[src/rtl/row_column_projection_sums_unit_macros.svh]
// Assertion macros for the row/column projection sums unit.
// Expects clk and arst_n in the scope of each use.
`ifndef ROW_COLUMN_PROJECTION_SUMS_UNIT_MACROS_SVH
`define ROW_COLUMN_PROJECTION_SUMS_UNIT_MACROS_SVH

// Check that cons holds in the same cycle whenever ante holds.
`define RCPS_ASSERT_IMPLIES(label, ante, cons, msg) \
	label: assert property (@(posedge clk) disable iff (!arst_n) (ante) |-> (cons)) \
		else $error(msg);

// Check that cond never holds.
`define RCPS_ASSERT_NEVER(label, cond, msg) \
	label: assert property (@(posedge clk) disable iff (!arst_n) !(cond)) \
		else $error(msg);

`endif

[src/rtl/rcps_fifo.sv]
// Small register FIFO used for the work queue and the result queue.
// Depends on nothing; DEPTH must be a power of two.
`default_nettype none

module rcps_fifo #(
	parameter int WIDTH = 8,
	parameter int DEPTH = 4
) (
	input  wire logic                       clk,
	input  wire logic                       arst_n,
	input  wire logic                       push,
	input  wire logic [WIDTH-1:0]           push_data,
	output logic                            full,
	input  wire logic                       pop,
	output logic [WIDTH-1:0]                pop_data,
	output logic                            empty,
	output logic [$clog2(DEPTH+1)-1:0]      count
);

	localparam int PW = $clog2(DEPTH);
	localparam int CW = $clog2(DEPTH + 1);

	logic [WIDTH-1:0] entry_q [DEPTH];
	logic [PW-1:0]    wr_ptr_q;
	logic [PW-1:0]    rd_ptr_q;
	logic [CW-1:0]    count_q;
	logic             push_ok;
	logic             pop_ok;

	assign full     = (count_q == CW'(DEPTH));
	assign empty    = (count_q == '0);
	assign count    = count_q;
	assign pop_data = entry_q[rd_ptr_q];
	assign push_ok  = push && !full;
	assign pop_ok   = pop && !empty;

	always_ff @(posedge clk) begin
		if (push_ok) begin
			entry_q[wr_ptr_q] <= push_data;
		end
	end

	always_ff @(posedge clk or negedge arst_n) begin
		if (!arst_n) begin
			wr_ptr_q <= '0;
			rd_ptr_q <= '0;
			count_q  <= '0;
		end else begin
			if (push_ok) begin
				wr_ptr_q <= wr_ptr_q + PW'(1);
			end
			if (pop_ok) begin
				rd_ptr_q <= rd_ptr_q + PW'(1);
			end
			count_q <= count_q + CW'(push_ok) - CW'(pop_ok);
		end
	end

endmodule

`default_nettype wire

[config.mk]
export PLATFORM = sky130hd
export DESIGN_NAME = rcps_fifo
export DESIGN_NICKNAME = d
export VERILOG_FILES = /design/src/rtl/row_column_projection_sums_unit_macros.svh /design/src/rtl/rcps_fifo.sv
export SDC_FILE = /design/constraint.sdc
export NUM_CORES = 1
export LEC_CHECK = 0
export BUFFER_PORTS_ARGS = -buffer_cell sky130_fd_sc_hd__buf_2
export CAP_MARGIN = 15
export CORE_MARGIN = 4
export CORE_UTILIZATION = 48
export DETAILED_ROUTE_END_ITERATION = 10
export PLACE_DENSITY = 0.76
export SLEW_MARGIN = 30
export SYNTH_ARGS = -nofsm -noshare
export SYNTH_HDL_FRONTEND = slang
export SYNTH_SLANG_ARGS = --single-unit
[constraint.sdc]
create_clock -name clk -period 2.2 [get_ports clk]
set_clock_uncertainty 0.1 [all_clocks]
set_input_delay 0.33 -clock clk [delete_from_list [all_inputs] [get_ports clk]]
set_output_delay 0.33 -clock clk [all_outputs]
set_load 0.02 [all_outputs]
==> results by group <==
Global routing
  – Largest net degree at the start of global routing: 14
  – Congestion Overflow GR: 0
  – Global Route Usage Sum: 14.2%
  – Initial antenna violation count: 0
  – Vias in the first global route: 933
  – First-pass GRT wire length: 4390 um

Floorplanning
  – Std-Cell Core Area: ~3200 um2
  – Io pins: 25
  – Row cnt: 20
  – Die X: around 66 um
  – Total die area: 4380 um2
  – Chip Height: 66.1 um
  – Initial Util: between 50% and 60%

Synth
  – Sequential-to-total area share from yosys stat: a little over two thirds
  – Post-Syn Nets: between 100 and 150
  – Post-synth top area share: between 50% and 60%
  – Synth warn: 0
  – Synthesized area per cell: 19.6 um2
  – Largest cells by area after synthesis: edfxtp_1 (59%), mux4_2 (11%), dfrtp_1 (11%)
  – Cell taking the most area after synthesis: edfxtp_1
  – Cell variety after synth: 18
  – Count of state elements after synthesis: 39
  – Gate Count Post-Synth: 83
  – Mapped cell area: between 1500 and 2000 um2

Clock network
  – Skew-Pair Late Insertion Delay: 0.34 ns
  – Clock sinks: 39
  – CTS tree: yes
  – CTS Root Cell: clkbuf_4
  – Clock transition at path regs: about 0.12 ns
  – Cts bufs inserted: 5
  – Max Root-Sink Buffers: 2
  – Htree depth: 2

Critical path
  – CP required: 2.33 ns
  – Crit Path Category: reg -> reg
  – Critical Path Fanout Max: 8
  – Reg2reg setup slack: 0.01 ns
  – Crit end category: flip-flop
  – Crit path DAT: 2.32 ns
  – Critical Path Start Type: flip-flop

Route
  – Drt drc: 0
  – WL per Instance: about 17 um
  – Drt via density: 5.28
  – Antenna Violating Nets Remaining: 0
  – DR pass1 iterations: 4
  – Vias: 908
  – Post-Route WL: 2920 um
  – Initial drt markers: 37

Placement
  – Hpwl dp: 1780 um
  – PortBufs: 24
  – Cells after DPL: 152
  – GP Congestion: approximately 0.77
  – Setup WS pre-CTS: roughly 0.06 ns

Timing
  – Final Critical Period: 2.19 ns
  – Final period util: between 90% and 100%
  – Final setup viols: 0
  – Setup TNS: 0 ns
  – Least-Margin Pin Slew: about 0.45 ns
  – Slack of the critical path: ~0.012 ns
  – Max-slew violation count: 0
  – Max Freq: 457 MHz
  – RSZ-0062 raised after global routing: true
  – Final Hold Viols: 0
  – Rel. slew slack: a little over two thirds

Flow run
  – Max-Cap Viols: 0

Cells and area
  – Share of cells above drive strength 1: 51.6%
  – Layout Nets: 146
  – Layout area overhead: 25.8%
  – Non-filler instance count after layout: ~170
  – Antenna diodes: 0

Run status
  – Outcome: finished clean

Hold path
  – Worst Hold Class: in -> reg

Power
  – Pwr dens: 1410 nW/um2
  – IR Drop Worst-Case VDD: approximately 0.74 mV
  – Leakage power: 0.790 nW
## Yosys cell counts
master / instances
and3b_1: 4
buf_4: 1
clkbuf_2: 1
dfrtp_1: 7
edfxtp_1: 32
fa_1: 1
ha_1: 6
inv_1: 6
mux4_2: 8
nand2_1: 1
nand2b_1: 4
nand4bb_1: 2
nor3_1: 1
nor3b_4: 1
o211ai_1: 2
o311ai_1: 1
o31ai_1: 1
xnor2_1: 4
## layout by cell type, fill, tap and decap left out, types with 2 or more instances in the layout
master	synthesis	layout
buf_4	1	14
inv_1	6	4
mux4_2	8	8
dfrtp_1	7	4
ha_4	0	2
xnor2_1	4	3
buf_2	0	24
edfxtp_1	32	32
ha_1	6	4
o211ai_1	2	2
and3b_1	4	4
nand4bb_1	2	2
dfrtp_2	0	3
clkbuf_4	0	5
inv_2	0	2
nand2b_1	4	3
## state kept, by name, summed over array words and instances (netlist names)
name      cells
entry_q      32
count         3
rd_ptr_q      2
wr_ptr_q      2
## critical path: stages (launching register included)
cell and delay [ns]:
dfrtp_2 0.49, o31ai_4 0.30, inv_2 0.08, ha_4 0.27
inv_2 0.04, ha_4 0.15, fa_2 0.38, xnor2_2 0.15
xnor2_1 0.12
## stage by stage
| step | power [mW] | hold slack (ns) | util [%] | instance area (um2) |
|---|---|---|---|---|
| final | 2.88 | 0.0933 | 64.8 | 2040 |
| after global routing | 3.05 | 0.0648 | 64.8 | 2040 |
| after CTS | 2.68 | 0.0808 | 61.1 | 1930 |
| after detailed placement | 2.18 | 0.0763 | 57.7 | 1820 |
| after global placement | 2.13 | 0.0704 | 57.7 | 1820 |
| after floorplan | 1.86 | -0.0656 | - | 1630 |
## what timing repair did
| item | CTS | global route |
|---|---|---|
| buffers inserted | 2 | 9 |
| hold endpoints to repair | 7 | 0 |
| resized for setup | 0 | 8 |
| hold buffers | 1 | 0 |
| pin swaps | 0 | 6 |
| endpoints found under the setup margin | 1 | 2 |
## path summary, 6_finish.rpt
check	from	end	cells past startpoint
setup / recovery	count[2]	count[2]	8
hold / removal	push_data[3]	entry_q[1][3]	1
setup reg to reg	count[2]	count[2]	8
hold reg to reg	wr_ptr_q[1]	wr_ptr_q[1]	2
max in group asynchronous	arst_n	count[0]	2
min in group asynchronous	arst_n	rd_ptr_q[1]	2
## final cells by class
class                   instances  area (um2)
well taps                      44        55.1
inverters                       6        22.5
fillers                       231        1110
flip-flops and latches         39        1140
clock buffers                   5        37.5
clock inverters                 3        43.8
repair buffers                 39         235
multi-input cells              36         508
## cell families (layout without fill, tap and decap cells)
kind of cell	after synthesis	in the layout	synth area share (%)
AOI/OAI and AO/OA	4	4	1.93
buffers and inverters	8	53	2.16
adders and majority gates	7	7	5.86
DFF	39	39	70.0
xor gates and xnor gates	4	4	2.16
and+or+nand+nor	13	13	6.78
muxes	8	8	11.1
## power breakdown
part / total, mW / leakage (nW) / internal, mW / switching (mW)
Clock: 0.479 / 0.0452 / 0.239 / 0.239
Sequential: 1.15 / 0.372 / 1.00 / 0.151
Combinational: 1.25 / 0.372 / 0.628 / 0.621
Total: 2.88 / 0.790 / 1.87 / 1.01
## per-layer routing
| metal | share of wire, % | vias up | track usage (%) |
|---|---|---|---|
| met5 | 0 | - | 0 |
| met1 | 40 | 467 | 16.6 |
| met3 | 5.2 | 4 | 3.91 |
| met4 | 1.2 | 0 | 7.87 |
| met2 | 54 | 28 | 23.3 |
| li1 | - | 409 | - |
(Power assumes the default switching activity.)
