--- src/rtl/row_column_projection_sums_unit_macros.svh ---
// Assertion macros for the row/column projection sums unit.
// Expects clk and arst_n in the scope of each use.
`ifndef ROW_COLUMN_PROJECTION_SUMS_UNIT_MACROS_SVH
`define ROW_COLUMN_PROJECTION_SUMS_UNIT_MACROS_SVH

// Check that cons holds in the same cycle whenever ante holds.
`define RCPS_ASSERT_IMPLIES(label, ante, cons, msg) \
	label: assert property (@(posedge clk) disable iff (!arst_n) (ante) |-> (cons)) \
		else $error(msg);

// Check that cond never holds.
`define RCPS_ASSERT_NEVER(label, cond, msg) \
	label: assert property (@(posedge clk) disable iff (!arst_n) !(cond)) \
		else $error(msg);

`endif

--- src/rtl/rcps_pkg.sv ---
// Shared types, codes and helper functions of the projection sums unit.
// No dependencies; imported by the front, back and top modules of the block.
`default_nettype none

package rcps_pkg;

	localparam int PIX_W = 16;
	localparam int IDX_W = 10;
	localparam int SUM_W = 26;
	localparam int CFG_W = 11;
	localparam int POS_W = 11;

	localparam int DEF_MAX_LINE  = 1024;
	localparam int DEF_PIXEL_BITS = 16;

	localparam int Q_DEPTH   = 4;
	localparam int OUT_DEPTH = 4;

	localparam logic KIND_PIXEL = 1'b0;
	localparam logic KIND_READ  = 1'b1;
	localparam logic RES_ROW    = 1'b0;
	localparam logic RES_COL    = 1'b1;

	localparam logic REG_WIDTH  = 1'b0;
	localparam logic REG_HEIGHT = 1'b1;

	localparam logic [CFG_W-1:0] CFG_RESET = 11'd1024;

	typedef struct packed {
		logic             kind;
		logic [PIX_W-1:0] pixel;
		logic [IDX_W-1:0] column_index;
	} rcps_item_t;

	typedef struct packed {
		logic             result_kind;
		logic [IDX_W-1:0] result_index;
		logic [SUM_W-1:0] result_sum;
		logic             frame_done;
	} rcps_result_t;

	// Classified work passed from the front to the back.
	typedef struct packed {
		logic             is_read;
		logic             has_result;
		logic             first_row;
		logic             in_range;
		logic             frame_done;
		logic [IDX_W-1:0] index;
		logic [POS_W-1:0] col;
		logic [PIX_W-1:0] pix;
		logic [SUM_W-1:0] row_sum;
	} rcps_op_t;

	function automatic logic [SUM_W-1:0] sat_add(input logic [SUM_W-1:0] a,
			input logic [PIX_W-1:0] b);
		logic [SUM_W:0] s;
		s = {1'b0, a} + (SUM_W+1)'(b);
		return s[SUM_W] ? {SUM_W{1'b1}} : s[SUM_W-1:0];
	endfunction

	function automatic logic [CFG_W-1:0] clamp_size(input logic [CFG_W-1:0] v,
			input logic [CFG_W-1:0] max_size);
		logic [CFG_W-1:0] r;
		r = v;
		if (v == '0) begin
			r = CFG_W'(1);
		end else if (v > max_size) begin
			r = max_size;
		end
		return r;
	endfunction

endpackage

`default_nettype wire

--- src/rtl/rcps_front.sv ---
// Front end: accepts items, tracks row/column position and the row sum.
// Depends on rcps_pkg; feeds classified work into the work queue.
`default_nettype none

module rcps_front
	import rcps_pkg::*;
#(
	parameter int PIXEL_BITS = DEF_PIXEL_BITS
) (
	input  wire logic             clk,
	input  wire logic             arst_n,
	input  wire logic             restart,
	input  wire logic [CFG_W-1:0] width_eff,
	input  wire logic [CFG_W-1:0] height_eff,
	input  wire rcps_item_t       item,
	input  wire logic             item_valid,
	output logic                  item_ready,
	input  wire logic             q_full,
	output logic                  q_push,
	output rcps_op_t              q_op
);

	localparam logic [PIX_W-1:0] PixMask = PIX_W'((32'd1 << PIXEL_BITS) - 32'd1);

	logic [POS_W-1:0] col_q;
	logic [POS_W-1:0] row_q;
	logic [SUM_W-1:0] acc_q;

	logic [PIX_W-1:0] pix;
	logic [SUM_W-1:0] acc_sum;
	logic [POS_W:0]   col_inc;
	logic [POS_W:0]   row_inc;
	logic             row_end;
	logic             last_row;
	logic             is_read;

	assign item_ready = !q_full;
	assign q_push     = item_valid && !q_full;
	assign is_read    = (item.kind == KIND_READ);
	assign pix        = item.pixel & PixMask;
	assign acc_sum    = sat_add(acc_q, pix);
	assign col_inc    = {1'b0, col_q} + (POS_W+1)'(1);
	assign row_inc    = {1'b0, row_q} + (POS_W+1)'(1);
	assign row_end    = (col_inc >= {1'b0, width_eff});
	assign last_row   = (row_inc >= {1'b0, height_eff});

	always_comb begin
		q_op = '0;
		q_op.is_read = is_read;
		q_op.pix     = pix;
		if (is_read) begin
			q_op.has_result = 1'b1;
			q_op.index      = item.column_index;
			q_op.col        = {1'b0, item.column_index};
			q_op.in_range   = ({1'b0, item.column_index} < width_eff);
		end else begin
			q_op.has_result = row_end;
			q_op.first_row  = (row_q == '0);
			q_op.frame_done = row_end && last_row;
			q_op.index      = row_q[IDX_W-1:0];
			q_op.col        = col_q;
			q_op.row_sum    = acc_sum;
		end
	end

	always_ff @(posedge clk or negedge arst_n) begin
		if (!arst_n) begin
			col_q <= '0;
			row_q <= '0;
			acc_q <= '0;
		end else if (restart) begin
			col_q <= '0;
			row_q <= '0;
			acc_q <= '0;
		end else if (q_push && !is_read) begin
			if (row_end) begin
				col_q <= '0;
				acc_q <= '0;
				row_q <= last_row ? '0 : row_inc[POS_W-1:0];
			end else begin
				col_q <= col_inc[POS_W-1:0];
				acc_q <= acc_sum;
			end
		end
	end

endmodule

`default_nettype wire

--- config.mk ---
export PLATFORM = sky130hd
export DESIGN_NAME = rcps_front
export DESIGN_NICKNAME = d
export VERILOG_FILES = /design/src/rtl/row_column_projection_sums_unit_macros.svh /design/src/rtl/rcps_pkg.sv /design/src/rtl/rcps_front.sv
export SDC_FILE = /design/constraint.sdc
export NUM_CORES = 1
export LEC_CHECK = 0
export BUFFER_PORTS_ARGS = -buffer_cell sky130_fd_sc_hd__buf_2
export CAP_MARGIN = 30
export CORE_ASPECT_RATIO = 0.75
export CORE_UTILIZATION = 45
export DETAILED_ROUTE_END_ITERATION = 10
export GPL_ROUTABILITY_DRIVEN = 0
export GPL_TIMING_DRIVEN = 0
export PLACE_DENSITY = 0.71
export SLEW_MARGIN = 20
export SYNTH_ARGS = -nofsm -noshare
export SYNTH_HDL_FRONTEND = slang
export SYNTH_SLANG_ARGS = --single-unit
--- constraint.sdc ---
create_clock -name clk -period 7.98 [get_ports clk]
set_input_delay 1.197 -clock clk [delete_from_list [all_inputs] [get_ports clk]]
set_output_delay 1.197 -clock clk [all_outputs]
set_load 0.005 [all_outputs]
==> flow_summary_export.csv, run 1 <==
group,metric,value,unit
outcome,outcome,"finished clean",
timing,worstMarginPinSlew,0.656,ns
run,drv_cap,0,
die,die_y,89.4,um
worst_setup_path,worstPathArrival,3.86,ns
timing,setup_tns,0,ns
synth,async_reset_ff_share,100,%
place,portBuffers,122,
route,drt_wl_total,13400,um
power,power,687,uW
worst_setup_path,required,6.78,ns
timing,finClkSkew,0.00497,ns
route,wl_met3,941,um
clocking,cts_hold_buf,0,
synth,ys_types,59,
timing,drv_slew,0,
clocking,cts_root_buf,"clkbuf_16",
hold_path,hp-class,"register to register",
clocking,post_cts_buffers,0,
clocking,cts_tree,"done",
worst_setup_path,critPathKind,"primary input to output port",
timing,slew_headroom,56.3,%
clocking,insertion_delay,0.29,ns
timing,post-route-min-period,5.05,ns
cells_and_area,area_growth,20.9,%
worst_setup_path,r2r_slack,4.13,ns
synth,synth_nets,695,
timing,grt_setup_unrepaired,"false",
die,rows,31,
synth,synth.ff_latch_count,48,
route,post_drt_via_cell_ratio,5.64,
global_routing,grt_start_max_net_pins,49,
power,p_leak,0.00285,uW
die,initial_core_util,46.9,%
timing,timing.fmax,0.198,GHz
place,dp_hpwl,10600,um
synth,seq_area_frac_synth,26.2,%
worst_setup_path,crit_fanout,10,
clocking,cts_made_buffers,5,
route,postRouteAntennaNets,0,
clocking,clock_sinks,48,
route,drtIter0Drc,354,
timing,setup_viol,0,
route,dr_wl_met2,5990,um
clocking,cts_max_level,2,
cells_and_area,drive_above_1_share,23.5,%
synth,syn_area,4590,um2
global_routing,antenna_found_initial,0,
timing,hold_viol,0,
power,p_per_area,124,nW/um2
synth,ys.warnings.count,0,
clocking,path_clk_slew,0.07,ns
clocking,cts_resized,0,
cells_and_area,utilization,56.8,%
route,top_layer_used,"met4",
timing,timing.final.crit_share,63.3,%
route,first_pass_iters,5,
cells_and_area,n_fill_cell,941,
route,drc,0,
cells_and_area,design_area,5550,um2
cells_and_area,antenna_cells,0,
global_routing,grt_pass1_wl,21200,um
clocking,ctsLongestPathBuffers,2,
place,place_area,5370,um2
cells_and_area,fin_nets,824,
route,wl_per_cell,15.8,um
synth,syn_inst,590,
die,dieArea,10600,um2
die,ios,124,
synth,syn_area_per_cell,7.77,um2
die,die_w,119,um
synth,synth_edf_count,0,
global_routing,grt_pass1_vias,4276,
route,met1_length,6380,um
route,vias,4809,
power,peakVddDrop,0.0000806,V
worst_setup_path,cp-start-kind,"primary input",
global_routing,gr-usage-all-layers,25.2,%
worst_setup_path,endpoint_kind,"output port",
synth,yosys_most_used_dff,"dfrtp_1",
global_routing,grt-ovfl-total,0,
die,core_area,9770,um2
## cells in the final DEF, fill, tap and decap left out, types with 3 or more instances in the layout
cell / synthesis / routed
buf_2: 5 / 126
nor4_1: 3 / 3
nor3b_1: 3 / 3
nand3_1: 13 / 13
a22o_1: 7 / 7
nor3_1: 9 / 9
a211oi_2: 4 / 4
o21ai_1: 11 / 11
o211ai_1: 8 / 8
buf_4: 19 / 20
and3_1: 9 / 9
a21o_1: 16 / 16
nand2_1: 63 / 63
nand2b_1: 4 / 4
or3_1: 3 / 3
a31oi_1: 5 / 5
nor2_1: 50 / 50
clkbuf_1: 16 / 16
nand4b_1: 3 / 3
nand4_1: 8 / 8
o21ai_2: 3 / 3
nor2b_1: 4 / 4
ha_1: 50 / 50
xor2_1: 9 / 9
clkbuf_16: 0 / 5
a211oi_1: 5 / 5
dfrtp_1: 48 / 48
o21ai_0: 69 / 69
xnor2_1: 22 / 22
a21oi_1: 34 / 34
o21a_1: 3 / 3
inv_1: 49 / 49
## Yosys cell counts, types with 2 or more instances
library cell / instances / area (um2)
clkbuf_1: 16 / 60.1
a2111oi_0: 2 / 17.5
inv_1: 49 / 184
a311oi_1: 2 / 17.5
a21oi_1: 34 / 170
nor3_1: 9 / 45.0
o31ai_1: 2 / 15.0
and2_1: 2 / 12.5
o2111ai_1: 2 / 17.5
and3_1: 9 / 56.3
nand4_1: 8 / 50.1
nor3b_1: 3 / 22.5
or2_2: 2 / 12.5
o21ai_1: 11 / 55.1
o21a_1: 3 / 22.5
nand2b_1: 4 / 25.0
a31oi_1: 5 / 31.3
buf_4: 19 / 143
buf_2: 5 / 25.0
or3_1: 3 / 18.8
o21ai_0: 69 / 345
xor2_1: 9 / 78.8
o211ai_1: 8 / 60.1
ha_1: 50 / 626
a22o_1: 7 / 61.3
a211oi_2: 4 / 50.1
nor4_1: 3 / 18.8
a211oi_1: 5 / 37.5
dfrtp_1: 48 / 1200
nor2b_1: 4 / 25.0
a21o_1: 16 / 120
nand3_1: 13 / 65.1
nand2_1: 63 / 236
xnor2_1: 22 / 193
o21ai_2: 3 / 26.3
o21bai_1: 2 / 15.0
nor2_1: 50 / 188
nand4b_1: 3 / 26.3
## final cells by class
cell class	instances	area, um2	share of cell area (%)
Clock buffer	7	153	2.75
Clock inverter	1	30.0	0.541
Multi-Input combinational cell	451	2960	53.3
Tap cell	132	165	2.98
Timing Repair Buffer	122	613	11.1
Inverter	49	184	3.32
Buffer	42	243	4.38
Sequential cell	48	1200	21.7
## worst max-delay path, cell delays in order
cell,delay (ns)
buf_2,0.11
ha_1,0.23
fa_1,0.45
a211oi_2,0.27
o21ai_2,0.13
o2111ai_1,0.35
a211oi_2,0.15
and3_1,0.18
buf_2,0.18
buf_6,0.17
o31a_1,0.31
buf_2,0.13
## final timing paths
path,startpoint,endpoint,depth (start not counted)
hold / removal,acc_q[10]$_DFFE_PN0P_,acc_q[10]$_DFFE_PN0P_,2
min in group asynchronous,arst_n,acc_q[7]$_DFFE_PN0P_,1
hold reg to reg,acc_q[10]$_DFFE_PN0P_,acc_q[10]$_DFFE_PN0P_,2
setup / recovery,item[10],q_op[17],12
max in group asynchronous,arst_n,acc_q[19]$_DFFE_PN0P_,1
setup reg to reg,col_q[0]$_DFFE_PN0P_,acc_q[18]$_DFFE_PN0P_,12
## registers in the layout, indices dropped and copies added (netlist names)
signal,cells
row_q,11
col_q,11
acc_q,26
## cells by family (layout without fill, tap and decap cells)
group	count (synthesis)	in the layout	synth area share (%)
adders and majority gates	51	51	14.1
AOI/OAI and AO/OA	186	186	25.4
xor gates and xnor gates	31	31	5.92
muxes	1	1	0.218
and+or+nand+nor	182	182	18.9
DFF	48	48	26.2
buffers and inverters	91	221	9.30
## through the flow
stage                     setup slack, ns  cells  hold WS (ns)
after floorplan                      3.50    590         0.453
after global placement               2.96    844         0.466
after detailed placement             2.95    844         0.480
after CTS                            2.94    852         0.495
after global routing                 2.82    852         0.510
final                                2.93    852         0.495
## power by group
part | total [uW] | internal [uW] | switching, uW
logic | 168 | 72.0 | 96.1
registers | 257 | 249 | 7.61
clock network | 262 | 165 | 96.6
total | 687 | 487 | 200
## per-layer routing
layer	GRT usage [%]	vias to the layer above
li1	-	2334
met1	37.3	2283
met2	38.3	176
met3	4.08	16
met4	5.87	0
met5	0	-
No activity file was read; power rests on OpenSTA's default activity.
==> inputs of run 2 (changes only) <==
ABC_AREA = 1   (was default)
PLACE_DENSITY = 0.69   (was 0.71)
clock period = 4.82 ns   (was 7.98 ns; I/O delays follow)
==> flow_summary_export.csv, run 2 <==
group,metric,value,unit
cells_and_area,area_growth,17.9,%
place,portBuffers,123,
worst_setup_path,cp-start-kind,"register",
synth,synth_top_cells_by_area,"nand2_1, dfrtp_1, ha_1",
synth,syn_area,5450,um2
run,drv_cap,0,
synth,yosysTopAreaCellShare,22.3,%
route,wl_met3,1330,um
route,met1_length,8850,um
route,top_layer_used,"met4",
worst_setup_path,cp_slowest_cell,"dfrtp_1",
route,postRouteAntennaNets,0,
place,dp_cells,1198,
clocking,cts_resized,0,
route,wl_per_cell,13.7,um
global_routing,grt_pass1_vias,5314,
timing,setup_tns,0,ns
die,rows,34,
timing,grt_setup_unrepaired,"false",
clocking,cts_tree,"done",
cells_and_area,regMostFlops,"acc_q",
clocking,clock_sinks,48,
worst_setup_path,cp_cell_sequence,"ha_1, nand3_1, nor3_1, nand2_1, xor2_1, clkinv_1, ha_1, nand2_1, nor2_1, nand3_1, nand3_1, buf_2, nand2_1, a21oi_1, buf_2",
die,core_area,11700,um2
cells_and_area,fin_nets,1148,
synth,ys_top_cells_by_count,"nand2_1, inv_1, nor2_1",
clocking,path_clk_slew,0.07,ns
cells_and_area,reg.largest.list,"acc_q (26), col_q (11), row_q (11)",
hold_path,hp-class,"primary input to asynchronous set/reset pin",
cells_and_area,antenna_cells,0,
synth,synth_area_leader_cell,"nand2_1",
synth,seq_area_frac_synth,22.1,%
timing,slew_headroom,56.7,%
die,dieArea,12500,um2
route,first_pass_iters,5,
route,drtIter0Drc,495,
clocking,cts_root_buf,"clkbuf_16",
cells_and_area,final_common_cell,"nand2_1",
global_routing,antenna_found_initial,0,
clocking,ctsLongestPathBuffers,2,
timing,finClkSkew,0.00499,ns
global_routing,grt_start_max_net_pins,49,
route,vias,5972,
global_routing,grt-ovfl-total,0,
worst_setup_path,crit_family,"simple AND/OR/NAND/NOR gates",
timing,timing.fmax,0.259,GHz
timing,timing.final.crit_share,80.2,%
power,p_per_area,182,nW/um2
worst_setup_path,cp_num_buf_inv,3,
worst_setup_path,critPathKind,"register to output port",
route,drc,0,
timing,hold_viol,0,
route,dr_wl_met2,6180,um
synth,async_reset_ff_share,100,%
route,post_drt_via_cell_ratio,4.95,
cells_and_area,drive_above_1_share,16.7,%
synth,syn_area_per_cell,5.96,um2
place,dp_hpwl,13400,um
clocking,insertion_delay,0.30,ns
global_routing,grt_pass1_wl,27100,um
die,initial_core_util,46.5,%
synth,synth_edf_count,0,
timing,worstMarginPinSlew,0.649,ns
timing,drv_slew,0,
synth,synth.ff_latch_count,48,
power,peakVddDrop,0.000144,V
worst_setup_path,required,4.10,ns
worst_setup_path,crit_fanout,10,
synth,yosys_most_used_dff,"dfrtp_1",
clocking,cts_made_buffers,5,
worst_setup_path,slowest_delay,0.42,ns
die,ios,124,
cells_and_area,largest_reg_flops,26,
global_routing,gr-usage-all-layers,27.8,%
cells_and_area,final_cell_count_no_fill,1206,
worst_setup_path,r2r_slack,1.96,ns
timing,post-route-min-period,3.86,ns
clocking,post_cts_buffers,0,
die,die_y,97.3,um
synth,synth_nets,1018,
synth,syn_inst,913,
power,p_leak,0.00392,uW
route,drt_wl_total,16500,um
cells_and_area,layout_common_cells,"nand2_1, inv_1, buf_2, nor2_1, nand3_1",
worst_setup_path,endpoint_kind,"output port",
timing,timing.hold.ws,0.433,ns
synth,ys.warnings.count,0,
worst_setup_path,worstPathArrival,3.14,ns
synth,synth_most_common_cell,"nand2_1",
synth,ys_types,40,
outcome,outcome,"finished clean",
clocking,cts_hold_buf,0,
die,die_w,129,um
timing,setup_viol,0,
clocking,cts_max_level,2,
[run 2: kinds of logic after synthesis]
family                   synth area share (%)
XOR/XNOR                                 3.22
AO/OA/AOI/OAI                            7.97
adder cells (fa/ha/maj)                  11.9
buffers and inverters                    15.3
AND/OR/NAND/NOR                          39.5
flip-flops                               22.1
[run 2: per-stage QoR]
stage	util, %	total power [uW]	area, um2	worst slack [ns]
after detailed placement	53.6	787	6270	1.23
after global routing	54.9	1240	6420	0.704
after CTS	54.9	1170	6420	1.01
after floorplan	-	653	5450	1.86
after global placement	53.5	783	6260	1.22
final	54.9	1170	6420	0.956
[run 2: worst reg2reg max path, stage by stage, from the launching register on]
cell and delay [ns]:
dfrtp_1 0.43, ha_1 0.24, nand4_1 0.17, nor2_1 0.22
nand3_1 0.12, xor2_1 0.22, ha_1 0.28, inv_1 0.09
o21bai_1 0.07, nor2_1 0.09, nand2_1 0.07, inv_2 0.13
nand4_2 0.19, clkbuf_2 0.26, o21ai_0 0.19
[run 2: cell type report]
class,count,area (um2)
clock buffers,6,139
fillers,1264,5280
repair buffers,123,618
flip-flops and latches,48,1200
multi-input cells,667,3410
well taps,162,203
plain buffers,37,231
inverters,161,604
clock inverters,2,15.0
[run 2: path summary, 6_finish.rpt]
path	end	start	cells after the start
worst max-delay path	q_op[63]	row_q[1]$_DFFE_PN0P_	15
worst min-delay path	acc_q[7]$_DFFE_PN0P_	arst_n	1
worst max register to register	col_q[4]$_DFFE_PN0P_	col_q[1]$_DFFE_PN0P_	14
worst min register to register	acc_q[15]$_DFFE_PN0P_	acc_q[15]$_DFFE_PN0P_	2
max in group asynchronous	acc_q[23]$_DFFE_PN0P_	arst_n	1
min in group clk	acc_q[15]$_DFFE_PN0P_	acc_q[15]$_DFFE_PN0P_	2
[run 2: layer usage]
layer  up-vias  global-route usage [%]
li1       3078                       -
met1      2677                    45.6
met2       200                    36.9
met3        17                    5.45
met4         0                    4.52
met5         -                       0
[run 2: where the power goes]
part / switching, uW / internal (uW)
clock network: 177 / 207
logic: 219 / 136
registers: 12.4 / 416
==> inputs of run 3 (changes only) <==
clock period = 3.7 ns   (was 4.82 ns; I/O delays follow)
==> flow_summary_export.csv, run 3 (synthesis gave the netlist of run 2 again) <==
group,metric,value,unit
global_routing,gr-usage-all-layers,27.8,%
timing,timing.fmax,0.288,GHz
place,portBuffers,123,
timing,hold_viol,0,
power,comb_power_share,30.7,%
global_routing,grt-ovfl-total,0,
die,die_w,129,um
place,dp_hpwl,13400,um
power,p_seq_share,36.4,%
global_routing,grt_pass1_vias,5314,
timing,post-route-min-period,3.47,ns
die,dieArea,12500,um2
clocking,cts_made_buffers,5,
clocking,cts_tree,"done",
route,drt_wl_total,16600,um
timing,setup_tns,0,ns
place,place_area,6270,um2
worst_setup_path,slowest_delay,0.41,ns
worst_setup_path,cp_cell_sequence,"ha_2, nand3_2, nor3_2, nand2_1, xor2_1, clkinv_1, ha_1, nand2_1, nor2_1, nand3_1, nand3_2, buf_6, nand2_1, a21oi_1, buf_2",
worst_setup_path,cp-start-kind,"register",
power,p_int,995,uW
worst_setup_path,cp_common_cell,"nand2_1",
timing,drv_slew,0,
worst_setup_path,critPathKind,"register to output port",
power,power,1530,uW
power,p_per_area,237,nW/um2
hold_path,hp-class,"primary input to asynchronous set/reset pin",
timing,timing.final.crit_share,93.7,%
clocking,path_clk_slew,0.07,ns
route,postRouteAntennaNets,0,
route,drtIter0Drc,486,
route,drc,0,
power,peakVddDrop,0.000189,V
cells_and_area,fin_nets,1150,
global_routing,grt_pass1_wl,27100,um
power,pwr-share-clk,32.9,%
route,post_drt_via_cell_ratio,4.97,
die,ios,124,
global_routing,antenna_found_initial,0,
outcome,outcome,"finished clean",
place,dp_cells,1198,
run,drv_cap,0,
power,p_switching,538,uW
timing,grt_setup_unrepaired,"false",
worst_setup_path,required,3.14,ns
worst_setup_path,cp_num_buf_inv,3,
cells_and_area,layout_common_cells,"nand2_1, inv_1, buf_2, nor2_1, nand3_1",
worst_setup_path,cp_slowest_cell,"dfrtp_1",
die,initial_core_util,46.5,%
power,switching_share,35.1,%
cells_and_area,largest_reg_flops,26,
timing,slew_headroom,56.5,%
clocking,ctsLongestPathBuffers,2,
timing,timing.hold.ws,0.261,ns
cells_and_area,design_area,6460,um2
global_routing,grt_start_max_net_pins,49,
worst_setup_path,worstPathArrival,2.91,ns
worst_setup_path,endpoint_kind,"output port",
cells_and_area,final_common_cell,"nand2_1",
die,core_area,11700,um2
clocking,insertion_delay,0.30,ns
timing,setup_viol,0,
cells_and_area,final_cell_count_no_fill,1208,
cells_and_area,regMostFlops,"acc_q",
clocking,clock_sinks,48,
worst_setup_path,crit_fanout,10,
timing,worstMarginPinSlew,0.652,ns
cells_and_area,reg.largest.list,"acc_q (26), col_q (11), row_q (11)",
cells_and_area,antenna_cells,0,
route,first_pass_iters,5,
route,vias,6007,
route,wl_per_cell,13.7,um
power,p_leak,0.00393,uW
cells_and_area,drive_above_1_share,17.3,%
die,rows,34,
timing,finClkSkew,0.00518,ns
die,die_y,97.3,um
clocking,cts_max_level,2,
cells_and_area,area_growth,18.7,%
worst_setup_path,crit_family,"simple AND/OR/NAND/NOR gates",
clocking,cts_root_buf,"clkbuf_16",
run 3: layout make-up:
cell class,count,area [um2]
clock buffers,6,139
well taps,162,203
inverters,161,604
multi-input cells,667,3430
repair buffers,125,633
clock inverters,2,15.0
flip-flops and latches,48,1200
plain buffers,37,238
fillers,1259,5240
run 3: stage by stage:
step,setup WS [ns],utilization [%]
after detailed placement,0.400,53.6
after CTS,0.0536,54.9
final,0.233,55.2
after floorplan,0.907,-
after global placement,0.401,53.5
after global routing,0.0235,55.2
run 3: timing repair:
| action | CTS | global route |
|---|---|---|
| gates resized for setup | 0 | 8 |
| endpoints found under the setup margin | 0 | 1 |
| hold buffers | 0 | 0 |
| buffers inserted | 0 | 2 |
run 3: worst paths after layout:
kind,slack [ns],depth (start not counted),from,end
setup / recovery,0.23,15,row_q[0]$_DFFE_PN0P_,q_op[63]
hold / removal,0.26,1,arst_n,acc_q[7]$_DFFE_PN0P_
setup reg to reg,0.84,14,col_q[1]$_DFFE_PN0P_,col_q[4]$_DFFE_PN0P_
hold reg to reg,0.50,2,acc_q[15]$_DFFE_PN0P_,acc_q[15]$_DFFE_PN0P_
max in group asynchronous,2.98,1,arst_n,acc_q[23]$_DFFE_PN0P_
min in group clk,0.50,2,acc_q[15]$_DFFE_PN0P_,acc_q[15]$_DFFE_PN0P_
run 3: per-layer routing:
layer  vias up  wire length, um  track usage, %
li1       3081                -               -
met1      2728             8980            45.6
met2       183             6230            36.9
met3        15             1220            5.45
met4         0              161            4.52
met5         -                0               0
run 3: power groups by stage:
stage / Sequential [uW] / Combinational [uW] / Clock [uW]
detailed placement: 569 / 457 / 0
floorplan: 565 / 286 / 0
global route: 561 / 540 / 525
finish: 557 / 471 / 505
CTS: 559 / 461 / 503
global placement: 568 / 452 / 0
run 3: worst reg2reg max path: stages, from the launching register on:
cell	delay (ns)
dfrtp_1	0.43
ha_1	0.24
nand4_1	0.17
nor2_1	0.22
nand3_1	0.12
xor2_1	0.22
ha_1	0.28
inv_1	0.09
o21bai_1	0.07
nor2_1	0.09
nand2_1	0.07
inv_2	0.13
nand4_2	0.19
clkbuf_2	0.26
o21ai_0	0.19
